### config.mk
export PLATFORM = sky130hd
export DESIGN_NAME = dark_run_line_detector_unit_flat
export DESIGN_NICKNAME = d
export VERILOG_FILES = /design/src/sv/drl_pkg.sv /design/src/sv/drl_pix_if.sv /design/src/sv/drl_seg_if.sv /design/src/sv/drl_front.sv /design/src/sv/drl_fifo.sv /design/src/sv/drl_back.sv /design/src/sv/dark_run_line_detector_unit.sv /design/src/flat_wrapper.sv
export SDC_FILE = /design/constraint.sdc
export NUM_CORES = 1
export LEC_CHECK = 0
export BUFFER_PORTS_ARGS = -buffer_cell sky130_fd_sc_hd__buf_2
export CORE_ASPECT_RATIO = 0.5
export CORE_UTILIZATION = 57
export CTS_BUF_LIST = sky130_fd_sc_hd__clkbuf_2
export DETAILED_ROUTE_END_ITERATION = 10
export PLACE_DENSITY = 0.88
export SYNTH_ARGS = -nofsm -noshare
export SYNTH_HDL_FRONTEND = slang
export SYNTH_SLANG_ARGS = --single-unit
### constraint.sdc
create_clock -name i_clk -period 5.6 [get_ports i_clk]
set_input_delay 0.56 -clock i_clk [delete_from_list [all_inputs] [get_ports i_clk]]
set_output_delay 0.56 -clock i_clk [all_outputs]
set_load 0.03 [all_outputs]
### src/sv/drl_pkg.sv
// Shared package for the dark run line detector.
// Holds field widths, register reset values, register indexes and the event flag type.
// No dependencies.
`default_nettype none

package drl_pkg;

    // Field widths
    localparam int PIX_W      = 8;
    localparam int LEN_W      = 13;
    localparam int LINE_IDX_W = 12;
    localparam int CFG_DATA_W = 13;
    localparam int CFG_IDX_W  = 2;

    // Limits and default sizes
    localparam int MAX_LINE_LENGTH    = 4096;
    localparam int MAX_SCAN_LINES_DEF = 4096;
    localparam int QUEUE_DEPTH_DEF    = 4;

    // Register reset values
    localparam logic [LEN_W-1:0] LINE_LENGTH_RST = 13'd1024;
    localparam logic [PIX_W-1:0] DARK_LIMIT_RST  = 8'd240;
    localparam logic [LEN_W-1:0] MIN_LENGTH_RST  = 13'd50;

    // Configuration register indexes
    typedef enum logic [CFG_IDX_W-1:0] {
        CFG_LINE_LENGTH = 2'd0,
        CFG_DARK_LIMIT  = 2'd1,
        CFG_MIN_LENGTH  = 2'd2
    } t_cfg_reg;

    // Flags of one event passed from the front to the back
    typedef struct packed {
        logic frame_start;
        logic segment;
    } t_ev_flags;

    localparam int EV_FLAGS_W = $bits(t_ev_flags);

endpackage

`default_nettype wire

### src/sv/drl_pix_if.sv
// Pixel request channel: valid/ready handshake with pixel and frame start.
// Depends on drl_pkg.
`default_nettype none

interface drl_pix_if;
    import drl_pkg::*;

    logic             valid;
    logic             ready;
    logic [PIX_W-1:0] pixel;
    logic             frame_start;

    modport source (output valid, output pixel, output frame_start, input ready);
    modport sink   (input valid, input pixel, input frame_start, output ready);
endinterface

`default_nettype wire

### src/sv/drl_seg_if.sv
// Segment request channel: valid/ready handshake with line index, end position, run length.
// Depends on drl_pkg.
`default_nettype none

interface drl_seg_if;
    import drl_pkg::*;

    logic                  valid;
    logic                  ready;
    logic [LINE_IDX_W-1:0] line_index;
    logic [LEN_W-1:0]      end_pos;
    logic [LEN_W-1:0]      run_length;

    modport source (output valid, output line_index, output end_pos, output run_length,
                    input ready);
    modport sink   (input valid, input line_index, input end_pos, input run_length,
                    output ready);
endinterface

`default_nettype wire

### src/sv/drl_front.sv
// Front end: configuration registers, pixel acceptance, run tracking and segment candidates.
// Depends on drl_pkg and drl_pix_if.
`default_nettype none

module drl_front #(
    parameter int MAX_SCAN_LINES = drl_pkg::MAX_SCAN_LINES_DEF
) (
    input  wire logic                                i_clk,
    input  wire logic                                i_rst_n,
    input  wire logic                                i_cfg_wr_en,
    input  wire logic [drl_pkg::CFG_IDX_W-1:0]       i_cfg_index,
    input  wire logic [drl_pkg::CFG_DATA_W-1:0]      i_cfg_data,
    drl_pix_if.sink                                  i_pix,
    input  wire logic                                i_full,
    output logic                                     o_push,
    output drl_pkg::t_ev_flags                       o_flags,
    output logic [$clog2(MAX_SCAN_LINES)-1:0]        o_line,
    output logic [drl_pkg::LEN_W-1:0]                o_end,
    output logic [drl_pkg::LEN_W-1:0]                o_len
);
    import drl_pkg::*;

    localparam int                SCAN_W     = $clog2(MAX_SCAN_LINES);
    localparam logic [LEN_W-1:0]  MAX_LEN    = LEN_W'(MAX_LINE_LENGTH);
    localparam logic [SCAN_W:0]   SCAN_LIMIT = (SCAN_W+1)'(MAX_SCAN_LINES);

    logic [LEN_W-1:0]  r_line_length;
    logic [PIX_W-1:0]  r_dark_limit;
    logic [LEN_W-1:0]  r_min_length;

    logic [LEN_W-1:0]  r_position, n_position;
    logic [SCAN_W-1:0] r_scan_line, n_scan_line;
    logic [LEN_W-1:0]  r_run_count, n_run_count;
    logic              r_in_run, n_in_run;

    logic              accept;
    logic              fs;
    logic [LEN_W-1:0]  eff_len;
    logic [LEN_W-1:0]  pos0, run0, run1, pos_inc;
    logic [SCAN_W-1:0] line0;
    logic [SCAN_W:0]   line_inc;
    logic              in0, in1, dark, eol, seg_light, seg_eol;

    // Write configuration registers
    always_ff @(posedge i_clk) begin
        if (!i_rst_n) begin
            r_line_length <= LINE_LENGTH_RST;
            r_dark_limit  <= DARK_LIMIT_RST;
            r_min_length  <= MIN_LENGTH_RST;
        end else if (i_cfg_wr_en) begin
            case (i_cfg_index)
                CFG_LINE_LENGTH: r_line_length <= i_cfg_data[LEN_W-1:0];
                CFG_DARK_LIMIT:  r_dark_limit  <= i_cfg_data[PIX_W-1:0];
                CFG_MIN_LENGTH:  r_min_length  <= i_cfg_data[LEN_W-1:0];
                default: begin
                end
            endcase
        end
    end

    // Take a pixel whenever the queue has room
    assign i_pix.ready = !i_full;
    assign accept      = i_pix.valid && !i_full;
    assign fs          = i_pix.frame_start;

    // Clamp the line length to the legal range
    always_comb begin
        eff_len = r_line_length;
        if (r_line_length == '0) begin
            eff_len = LEN_W'(1);
        end else if (r_line_length > MAX_LEN) begin
            eff_len = MAX_LEN;
        end
    end

    // Classify the pixel and compute the next run state
    always_comb begin
        pos0  = fs ? '0 : r_position;
        run0  = fs ? '0 : r_run_count;
        in0   = fs ? 1'b0 : r_in_run;
        line0 = fs ? '0 : r_scan_line;

        dark = i_pix.pixel < r_dark_limit;
        if (dark) begin
            run1      = run0 + 1'b1;
            in1       = 1'b1;
            seg_light = 1'b0;
        end else begin
            run1      = '0;
            in1       = 1'b0;
            seg_light = in0 && (run0 > r_min_length);
        end

        pos_inc  = pos0 + 1'b1;
        eol      = pos_inc >= eff_len;
        seg_eol  = eol && in1 && (run1 > r_min_length);
        line_inc = {1'b0, line0} + 1'b1;

        if (eol) begin
            n_position  = '0;
            n_run_count = '0;
            n_in_run    = 1'b0;
            n_scan_line = (line_inc >= SCAN_LIMIT) ? '0 : line_inc[SCAN_W-1:0];
        end else begin
            n_position  = pos_inc;
            n_run_count = run1;
            n_in_run    = in1;
            n_scan_line = line0;
        end
    end

    // Advance the run state on each accepted pixel
    always_ff @(posedge i_clk) begin
        if (!i_rst_n) begin
            r_position  <= '0;
            r_scan_line <= '0;
            r_run_count <= '0;
            r_in_run    <= 1'b0;
        end else if (accept) begin
            r_position  <= n_position;
            r_scan_line <= n_scan_line;
            r_run_count <= n_run_count;
            r_in_run    <= n_in_run;
        end
    end

    // Queue a candidate segment or a frame start marker
    assign o_push  = accept && (seg_light || seg_eol || fs);
    assign o_flags = '{frame_start: fs, segment: seg_light || seg_eol};
    assign o_line  = line0;
    assign o_end   = seg_light ? pos0 : eff_len;
    assign o_len   = seg_light ? run0 : run1;

endmodule

`default_nettype wire

### src/sv/drl_fifo.sv
// Small event queue between the front and the back, first in first out.
// No dependencies.
`default_nettype none

module drl_fifo #(
    parameter int WIDTH = 8,
    parameter int DEPTH = 4
) (
    input  wire logic             i_clk,
    input  wire logic             i_rst_n,
    input  wire logic             i_push,
    input  wire logic [WIDTH-1:0] i_data,
    input  wire logic             i_pop,
    output logic      [WIDTH-1:0] o_data,
    output logic                  o_empty,
    output logic                  o_full
);
    localparam int AW = (DEPTH > 1) ? $clog2(DEPTH) : 1;
    localparam int CW = $clog2(DEPTH + 1);

    logic [WIDTH-1:0] r_mem [DEPTH];
    logic [AW-1:0]    r_wr_ptr, n_wr_ptr;
    logic [AW-1:0]    r_rd_ptr, n_rd_ptr;
    logic [CW-1:0]    r_count, n_count;

    // Store a pushed entry
    always_ff @(posedge i_clk) begin
        if (i_push) begin
            r_mem[r_wr_ptr] <= i_data;
        end
    end

    // Step pointers and occupancy
    always_comb begin
        n_wr_ptr = r_wr_ptr;
        n_rd_ptr = r_rd_ptr;
        n_count  = r_count;
        if (i_push) begin
            n_wr_ptr = (r_wr_ptr == AW'(DEPTH - 1)) ? '0 : r_wr_ptr + 1'b1;
        end
        if (i_pop) begin
            n_rd_ptr = (r_rd_ptr == AW'(DEPTH - 1)) ? '0 : r_rd_ptr + 1'b1;
        end
        case ({i_push, i_pop})
            2'b10:   n_count = r_count + 1'b1;
            2'b01:   n_count = r_count - 1'b1;
            default: n_count = r_count;
        endcase
    end

    always_ff @(posedge i_clk) begin
        if (!i_rst_n) begin
            r_wr_ptr <= '0;
            r_rd_ptr <= '0;
            r_count  <= '0;
        end else begin
            r_wr_ptr <= n_wr_ptr;
            r_rd_ptr <= n_rd_ptr;
            r_count  <= n_count;
        end
    end

    assign o_data  = r_mem[r_rd_ptr];
    assign o_empty = r_count == '0;
    assign o_full  = r_count == CW'(DEPTH);

endmodule

`default_nettype wire

### src/sv/drl_back.sv
// Back end: filters segment candidates against the previous segment line and
// holds the result in an output register. Depends on drl_pkg and drl_seg_if.
`default_nettype none

module drl_back #(
    parameter int MAX_SCAN_LINES = drl_pkg::MAX_SCAN_LINES_DEF
) (
    input  wire logic                                i_clk,
    input  wire logic                                i_rst_n,
    input  wire logic                                i_empty,
    input  wire drl_pkg::t_ev_flags                  i_flags,
    input  wire logic [$clog2(MAX_SCAN_LINES)-1:0]   i_line,
    input  wire logic [drl_pkg::LEN_W-1:0]           i_end,
    input  wire logic [drl_pkg::LEN_W-1:0]           i_len,
    output logic                                     o_pop,
    drl_seg_if.source                                o_seg
);
    import drl_pkg::*;

    localparam int SCAN_W = $clog2(MAX_SCAN_LINES);

    logic                  r_have_prev, n_have_prev;
    logic [SCAN_W-1:0]     r_prev_line, n_prev_line;
    logic                  r_out_valid, n_out_valid;
    logic [LINE_IDX_W-1:0] r_out_line;
    logic [LEN_W-1:0]      r_out_end;
    logic [LEN_W-1:0]      r_out_len;

    logic                  can_load;
    logic                  have_prev;
    logic                  report;
    logic                  load;
    logic [SCAN_W:0]       prev_inc;
    logic [31:0]           line_wide;

    // Decide whether the head event gives a result
    always_comb begin
        can_load  = !r_out_valid || o_seg.ready;
        o_pop     = !i_empty && can_load;
        have_prev = i_flags.frame_start ? 1'b0 : r_have_prev;
        prev_inc  = {1'b0, r_prev_line} + 1'b1;
        report    = !have_prev || ({1'b0, i_line} > prev_inc);
        load      = o_pop && i_flags.segment && report;
        line_wide = 32'(i_line);

        n_have_prev = r_have_prev;
        n_prev_line = r_prev_line;
        if (o_pop) begin
            if (i_flags.segment) begin
                n_have_prev = 1'b1;
                n_prev_line = i_line;
            end else if (i_flags.frame_start) begin
                n_have_prev = 1'b0;
            end
        end

        if (load) begin
            n_out_valid = 1'b1;
        end else if (o_seg.ready) begin
            n_out_valid = 1'b0;
        end else begin
            n_out_valid = r_out_valid;
        end
    end

    // Hold the filter state and the output valid
    always_ff @(posedge i_clk) begin
        if (!i_rst_n) begin
            r_have_prev <= 1'b0;
            r_prev_line <= '0;
            r_out_valid <= 1'b0;
        end else begin
            r_have_prev <= n_have_prev;
            r_prev_line <= n_prev_line;
            r_out_valid <= n_out_valid;
        end
    end

    // Load the result payload
    always_ff @(posedge i_clk) begin
        if (load) begin
            r_out_line <= line_wide[LINE_IDX_W-1:0];
            r_out_end  <= i_end;
            r_out_len  <= i_len;
        end
    end

    assign o_seg.valid      = r_out_valid;
    assign o_seg.line_index = r_out_line;
    assign o_seg.end_pos    = r_out_end;
    assign o_seg.run_length = r_out_len;

endmodule

`default_nettype wire

### src/sv/dark_run_line_detector_unit.sv
// Top level of the dark run line detector: front end, event queue and back end.
// Depends on drl_pkg, drl_pix_if, drl_seg_if, drl_front, drl_fifo and drl_back.
//
// The unit takes one pixel per clock while the event queue has room, and
// reports at most one line segment per pixel. The edge that takes the pixel
// that closes a segment writes its event into the event queue; from there it
// is loaded into the back end's output register when that is free. The pixel
// ready drops only when the event queue (QUEUE_DEPTH entries, frame starts and
// segment candidates) is full behind a stalled output. There is no clearing
// pass after reset; pixels are taken from the first clock out of reset.
// Configuration registers: index 0 line length, 1 dark limit, 2 minimum length;
// write them only while no pixel is in flight.
`default_nettype none

module dark_run_line_detector_unit #(
    parameter int MAX_SCAN_LINES = drl_pkg::MAX_SCAN_LINES_DEF,
    parameter int QUEUE_DEPTH    = drl_pkg::QUEUE_DEPTH_DEF
) (
    input  wire logic                           i_clk,
    input  wire logic                           i_rst_n,
    input  wire logic                           i_cfg_wr_en,
    input  wire logic [drl_pkg::CFG_IDX_W-1:0]  i_cfg_index,
    input  wire logic [drl_pkg::CFG_DATA_W-1:0] i_cfg_data,
    drl_pix_if.sink                             i_pix,
    drl_seg_if.source                           o_seg
);
    import drl_pkg::*;

    localparam int SCAN_W = $clog2(MAX_SCAN_LINES);
    localparam int Q_W    = EV_FLAGS_W + SCAN_W + 2 * LEN_W;

    logic              push, pop, q_empty, q_full;
    t_ev_flags         f_flags, b_flags;
    logic [SCAN_W-1:0] f_line, b_line;
    logic [LEN_W-1:0]  f_end, b_end, f_len, b_len;
    logic [Q_W-1:0]    q_in, q_out;

    drl_front #(
        .MAX_SCAN_LINES(MAX_SCAN_LINES)
    ) u_front (
        .i_clk       (i_clk),
        .i_rst_n     (i_rst_n),
        .i_cfg_wr_en (i_cfg_wr_en),
        .i_cfg_index (i_cfg_index),
        .i_cfg_data  (i_cfg_data),
        .i_pix       (i_pix),
        .i_full      (q_full),
        .o_push      (push),
        .o_flags     (f_flags),
        .o_line      (f_line),
        .o_end       (f_end),
        .o_len       (f_len)
    );

    // Pack and unpack queue entries
    assign q_in = {f_flags, f_line, f_end, f_len};
    assign b_flags = t_ev_flags'(q_out[Q_W-1 -: EV_FLAGS_W]);
    assign b_line  = q_out[2*LEN_W +: SCAN_W];
    assign b_end   = q_out[LEN_W +: LEN_W];
    assign b_len   = q_out[0 +: LEN_W];

    drl_fifo #(
        .WIDTH(Q_W),
        .DEPTH(QUEUE_DEPTH)
    ) u_fifo (
        .i_clk   (i_clk),
        .i_rst_n (i_rst_n),
        .i_push  (push),
        .i_data  (q_in),
        .i_pop   (pop),
        .o_data  (q_out),
        .o_empty (q_empty),
        .o_full  (q_full)
    );

    drl_back #(
        .MAX_SCAN_LINES(MAX_SCAN_LINES)
    ) u_back (
        .i_clk   (i_clk),
        .i_rst_n (i_rst_n),
        .i_empty (q_empty),
        .i_flags (b_flags),
        .i_line  (b_line),
        .i_end   (b_end),
        .i_len   (b_len),
        .o_pop   (pop),
        .o_seg   (o_seg)
    );

endmodule

`default_nettype wire

### src/flat_wrapper.sv
// flat-port wrapper written by rule: the top's interface ports become plain ports
module dark_run_line_detector_unit_flat import drl_pkg::*;
#(
    parameter int MAX_SCAN_LINES = drl_pkg::MAX_SCAN_LINES_DEF,
    parameter int QUEUE_DEPTH    = drl_pkg::QUEUE_DEPTH_DEF
)
  (i_clk, i_rst_n, i_cfg_wr_en, i_cfg_index, i_cfg_data, i_pix_valid, i_pix_pixel, i_pix_frame_start, i_pix_ready, o_seg_valid, o_seg_line_index, o_seg_end_pos, o_seg_run_length, o_seg_ready);
  drl_pix_if i_pix_i ();
  drl_seg_if o_seg_i ();
  input  wire logic i_clk;
  input  wire logic i_rst_n;
  input  wire logic i_cfg_wr_en;
  input  wire logic [drl_pkg::CFG_IDX_W-1:0] i_cfg_index;
  input  wire logic [drl_pkg::CFG_DATA_W-1:0] i_cfg_data;
  input wire logic [$bits(i_pix_i.valid)-1:0] i_pix_valid;
  input wire logic [$bits(i_pix_i.pixel)-1:0] i_pix_pixel;
  input wire logic [$bits(i_pix_i.frame_start)-1:0] i_pix_frame_start;
  output wire logic [$bits(i_pix_i.ready)-1:0] i_pix_ready;
  output wire logic [$bits(o_seg_i.valid)-1:0] o_seg_valid;
  output wire logic [$bits(o_seg_i.line_index)-1:0] o_seg_line_index;
  output wire logic [$bits(o_seg_i.end_pos)-1:0] o_seg_end_pos;
  output wire logic [$bits(o_seg_i.run_length)-1:0] o_seg_run_length;
  input wire logic [$bits(o_seg_i.ready)-1:0] o_seg_ready;
  assign i_pix_i.valid = i_pix_valid;
  assign i_pix_i.pixel = i_pix_pixel;
  assign i_pix_i.frame_start = i_pix_frame_start;
  assign i_pix_ready = i_pix_i.ready;
  assign o_seg_valid = o_seg_i.valid;
  assign o_seg_line_index = o_seg_i.line_index;
  assign o_seg_end_pos = o_seg_i.end_pos;
  assign o_seg_run_length = o_seg_i.run_length;
  assign o_seg_i.ready = o_seg_ready;
  dark_run_line_detector_unit #(.MAX_SCAN_LINES(MAX_SCAN_LINES), .QUEUE_DEPTH(QUEUE_DEPTH)) u_core (.i_clk(i_clk), .i_rst_n(i_rst_n), .i_cfg_wr_en(i_cfg_wr_en), .i_cfg_index(i_cfg_index), .i_cfg_data(i_cfg_data), .i_pix(i_pix_i), .o_seg(o_seg_i));
endmodule
==> results.txt <==
* Number of sinks driven by the clock tree: approximately 300
* PwrDens: 365 nW/um^2
* Syn. warnings: 0
* Synth Area in Compound Gates: 8.71%
* Async set-reset flop share out of synthesis: 0%
* Endpoint required time on the critical path: roughly 6.5 ns
* CTS tree: built
* Lkg Pwr: roughly 5.5 nW
- The setup path with the least slack is of type register to register.
* CP Cell Sequence: inv_1, ha_1, or4_4, a21oi_2, o31ai_2, buf_4, nor3_1, ha_1, a21o_1, a21oi_1, o221a_2, o21bai_1, a211oi_2, o21ai_4, inv_1, ha_1, inv_1, fa_1, xor2_1, or3_1, a21oi_1
* Pre-CTS setup slack: ~0.52 ns
- Layout overhead on the synthesized area: 11.1%
- Max stage delay cell, worst path: sky130_fd_sc_hd__or4_4
- Port Buffers: 68
* Core area: around 23000 sq um
- Biggest area contributors in the synthesized netlist: sky130_fd_sc_hd__edfxtp_1, sky130_fd_sc_hd__dfxtp_1, sky130_fd_sc_hd__mux4_2
* Net count reported at finish: 1286
- In this run the vertical extent of the chip is 110 microns.
* Fmax: between 200 and 250 MHz
- In the layout the commonest cells are sky130_fd_sc_hd__edfxtp_1, sky130_fd_sc_hd__nand2_1, sky130_fd_sc_hd__dfxtp_1, sky130_fd_sc_hd__clkbuf_2, sky130_fd_sc_hd__buf_2.
- Number of failing setup endpoints in the final timing report: 0
* Count of endpoints failing hold in the final timing report: 0
- Sequential cell area fraction in the yosys report: between 50% and 60%
* Crit start category: register
- In this run the mean area of a mapped cell was 12.4 sq um.
- Remaining global-route overflow: 0
- Multiplexer cells account for a little over 8% of the synthesized area.
* Horizontal die dimension: about 220 microns
* Detail-routed net length per standard cell: 19.5 microns
- First DRT Iteration DRCs: 843
- Setup repair after global routing left no endpoint under its margin.
* PnR worst setup slack: approximately 0.86 ns
- Ratio of cells with drive above 1 in the final layout: between 20% and 30%
* Count of buffers added by post-CTS timing repair for setup: 0
- First-pass iteration count of the detailed router: 5
* Final cell area excluding filler cells: approximately 15000 sq um
- Post-DP Area: around 14000 sq um
* Clock latency reported for the late side of the worst-skew pair: 0.97 ns
* Final GP Congestion: 0.861
- Most common cell after layout, fill and taps aside: sky130_fd_sc_hd__edfxtp_1
* Primary flip-flop cell chosen by synthesis mapping: sky130_fd_sc_hd__edfxtp_1
- Global-route wire length before repair: between 40 and 50 mm
- Synth Cell Area: approximately 13000 sq um
* Xor-xnor portion of the synthesized cell area: approximately 2.3%
* Max-cap violations: 0
* Fraction of the mapped netlist area in simple logic gates: ~13%
- STA classifies the critical path endpoint as a register.
- TNS Setup: 0 ns
- The path class of the tightest hold or removal check is input port to register.
- Synthesis inferred between 200 and 300 register bits.
- After detailed routing, the number of vias per cell comes to 5.93.
* Worst setup skew after layout: roughly 0.10 ns
- Placement row count: 39
- The initial antenna violation count is 1.
* Largest area contributor in the synthesized netlist: sky130_fd_sc_hd__edfxtp_1
* Largest buffer count on any clock path: 3
- Maximum number of pins on one net before global-route repair: 55
- For the pin with the worst max-slew slack, the measured transition is roughly 1.3 ns.
- Global-route total usage across every layer: between 20% and 30%
* Number of gates given a new drive strength after cts: 0
- After clock tree synthesis, the clock-pin slew on the worst setup and hold paths is 0.12 ns.
- Dividing the final minimum period by the clock period gives a little over four fifths.
- At the end of the flow the core is filled with cells to around two thirds.
* Remaining antenna violation count after routing: 0
- Die Area: 24100 sq um
- The worst path in the final design needs a cycle of approximately 4.7 ns, including I/O delays and setup.
* Count of different cell masters after synthesis: 67
* Fill cells: 1637
- Data arrives at the worst endpoint at between 5 and 6 ns.
- Final Routed Wirelength: between 30 and 40 mm
- Delay of the slowest cell on the worst path: 0.50 ns
* Number of H-tree levels: 2
- Via count: just over 9000
- In this run, CTS created clock tree buffers numbering 60.
- Count of hold buffers inserted by post-cts repair: 15
* Peak supply drop: between 200 and 250 uV
- Of the post-synthesis cell area, the dominant cell type holds around 45%.
- Vias in the first global route: 9153
* Max transition margin: 16.4%
* Max Slew Vio Count: 0
- For this design the top-level I/O count stands at just under 70.
- DRC violation count after routing: 0
- Once the floorplan was initialized, standard cells occupied between 50% and 60% of the core.
- Synthesis produced around 1100 cells.
* Clock Root Buffer: sky130_fd_sc_hd__clkbuf_2
* Count of flip-flops with a built-in enable after synthesis: 198
- The run finished with clean final reports.
- The HPWL after detailed placement is a little over 20 mm.
* Synthesized-area fraction occupied by adder cells: under 10%
- Number of nets in the synthesized netlist: approximately 1200
- In this run the worst path has a maximum fanout of 13.
- After synthesis, the largest family of logic cells by area is simple AND/OR/NAND/NOR gates.
report_power, final:
part           internal (W)  switching [W]
registers           0.00258       0.000138
logic              0.000501       0.000825
clock network      0.000539       0.000820
sequential cells by signal, indices dropped and copies added, names as in the netlist, 12 cells and up, named ones only:
name / count
u_core.u_fifo.r_mem: 160
u_core.u_front.r_run_count: 13
u_core.u_back.o_seg.end_pos: 13
u_core.u_front.r_min_length: 13
u_core.u_back.o_seg.line_index: 12
u_core.u_front.r_position: 13
u_core.u_back.r_prev_line: 12
u_core.u_front.r_line_length: 13
u_core.u_back.o_seg.run_length: 13
u_core.u_front.r_scan_line: 12
cell families after synthesis:
| logic type | Yosys count |
|---|---|
| muxes | 58 |
| AOI/OAI and AO/OA | 177 |
| buffers and inverters | 87 |
| DFF | 294 |
| adders and majority gates | 68 |
| xor gates and xnor gates | 35 |
| and+or+nand+nor | 355 |
stage by stage:
| stage | std cells | hold WS (ns) | power [W] |
|---|---|---|---|
| finish | 1548 | 0.128 | 0.00541 |
| global route | 1548 | 0.101 | 0.00567 |
| global placement | 1419 | 0.446 | 0.00403 |
| detailed placement | 1419 | 0.450 | 0.00409 |
| CTS | 1547 | 0.0474 | 0.00544 |
| floorplan | 1074 | 0.436 | 0.00369 |
cell type report:
cell class / count / area (sq um) / area share, %
Tap cell: 307 / 384 / 2.59
Clock inverter: 20 / 143 / 0.963
Clock buffer: 93 / 465 / 3.14
Inverter: 38 / 143 / 0.963
Timing Repair Buffer: 102 / 658 / 4.44
Antenna cell: 1 / 2.50 / 0.0169
Sequential cell: 294 / 7870 / 53.1
Multi-Input combinational cell: 693 / 5150 / 34.8
critical path: cells and delay by family, from the launching register on:
family	cells	cell delay, ns
flops	1	0.35
simple gates	3	1.19
fa+ha+maj	4	1.13
xor+xnor	1	0.17
buf+inv	4	0.43
compound gates	9	1.43
final timing paths:
| kind | start | endpoint | slack, ns | depth (start not counted) |
|---|---|---|---|---|
| worst max-delay path | u_core.u_front.r_dark_limit[3]$_SDFFE_PN0P_ | u_core.u_fifo.r_count[2]$_SDFFE_PN0P_ | 0.86 | 21 |
| worst min-delay path | i_cfg_index[0] | u_core.u_front.r_line_length[2]$_SDFFE_PN0P_ | 0.13 | 4 |
| worst max register to register | u_core.u_front.r_dark_limit[3]$_SDFFE_PN0P_ | u_core.u_fifo.r_count[2]$_SDFFE_PN0P_ | 0.86 | 21 |
| worst min register to register | u_core.u_front.r_min_length[6]$_SDFFE_PN0P_ | u_core.u_front.r_min_length[6]$_SDFFE_PN0P_ | 0.47 | 2 |
per-layer routing:
| layer | GRT usage, % | part of all wire [%] | vias to the layer above |
|---|---|---|---|
| met5 | 0 | 0 | - |
| met4 | 9.59 | 2.1 | 0 |
| met1 | 33.5 | 42 | 4449 |
| li1 | - | - | 4232 |
| met2 | 41.9 | 47 | 429 |
| met3 | 6.61 | 8.7 | 63 |
cell usage after synthesis (all sizes together) (3+ instances only):
cell type  number
a211oi          6
a21o           17
a21oi          62
a22oi          15
a311oi          4
a31oi           7
and2           12
and3            8
and4            3
buf            21
clkbuf         28
dfxtp          96
edfxtp        198
ha             67
inv            38
mux2i          17
mux4           40
nand2         137
nand2b          7
nand3          43
nand3b          4
nand4          11
nand4b          3
nor2           65
nor2b          32
nor3           12
nor3b           3
nor4            5
o211ai          7
o21a            7
o21ai          33
o21bai          3
o221a           3
o31a            3
o31ai           3
or3             5
xnor2          16
xor2           19
(Power assumes the default switching activity.)
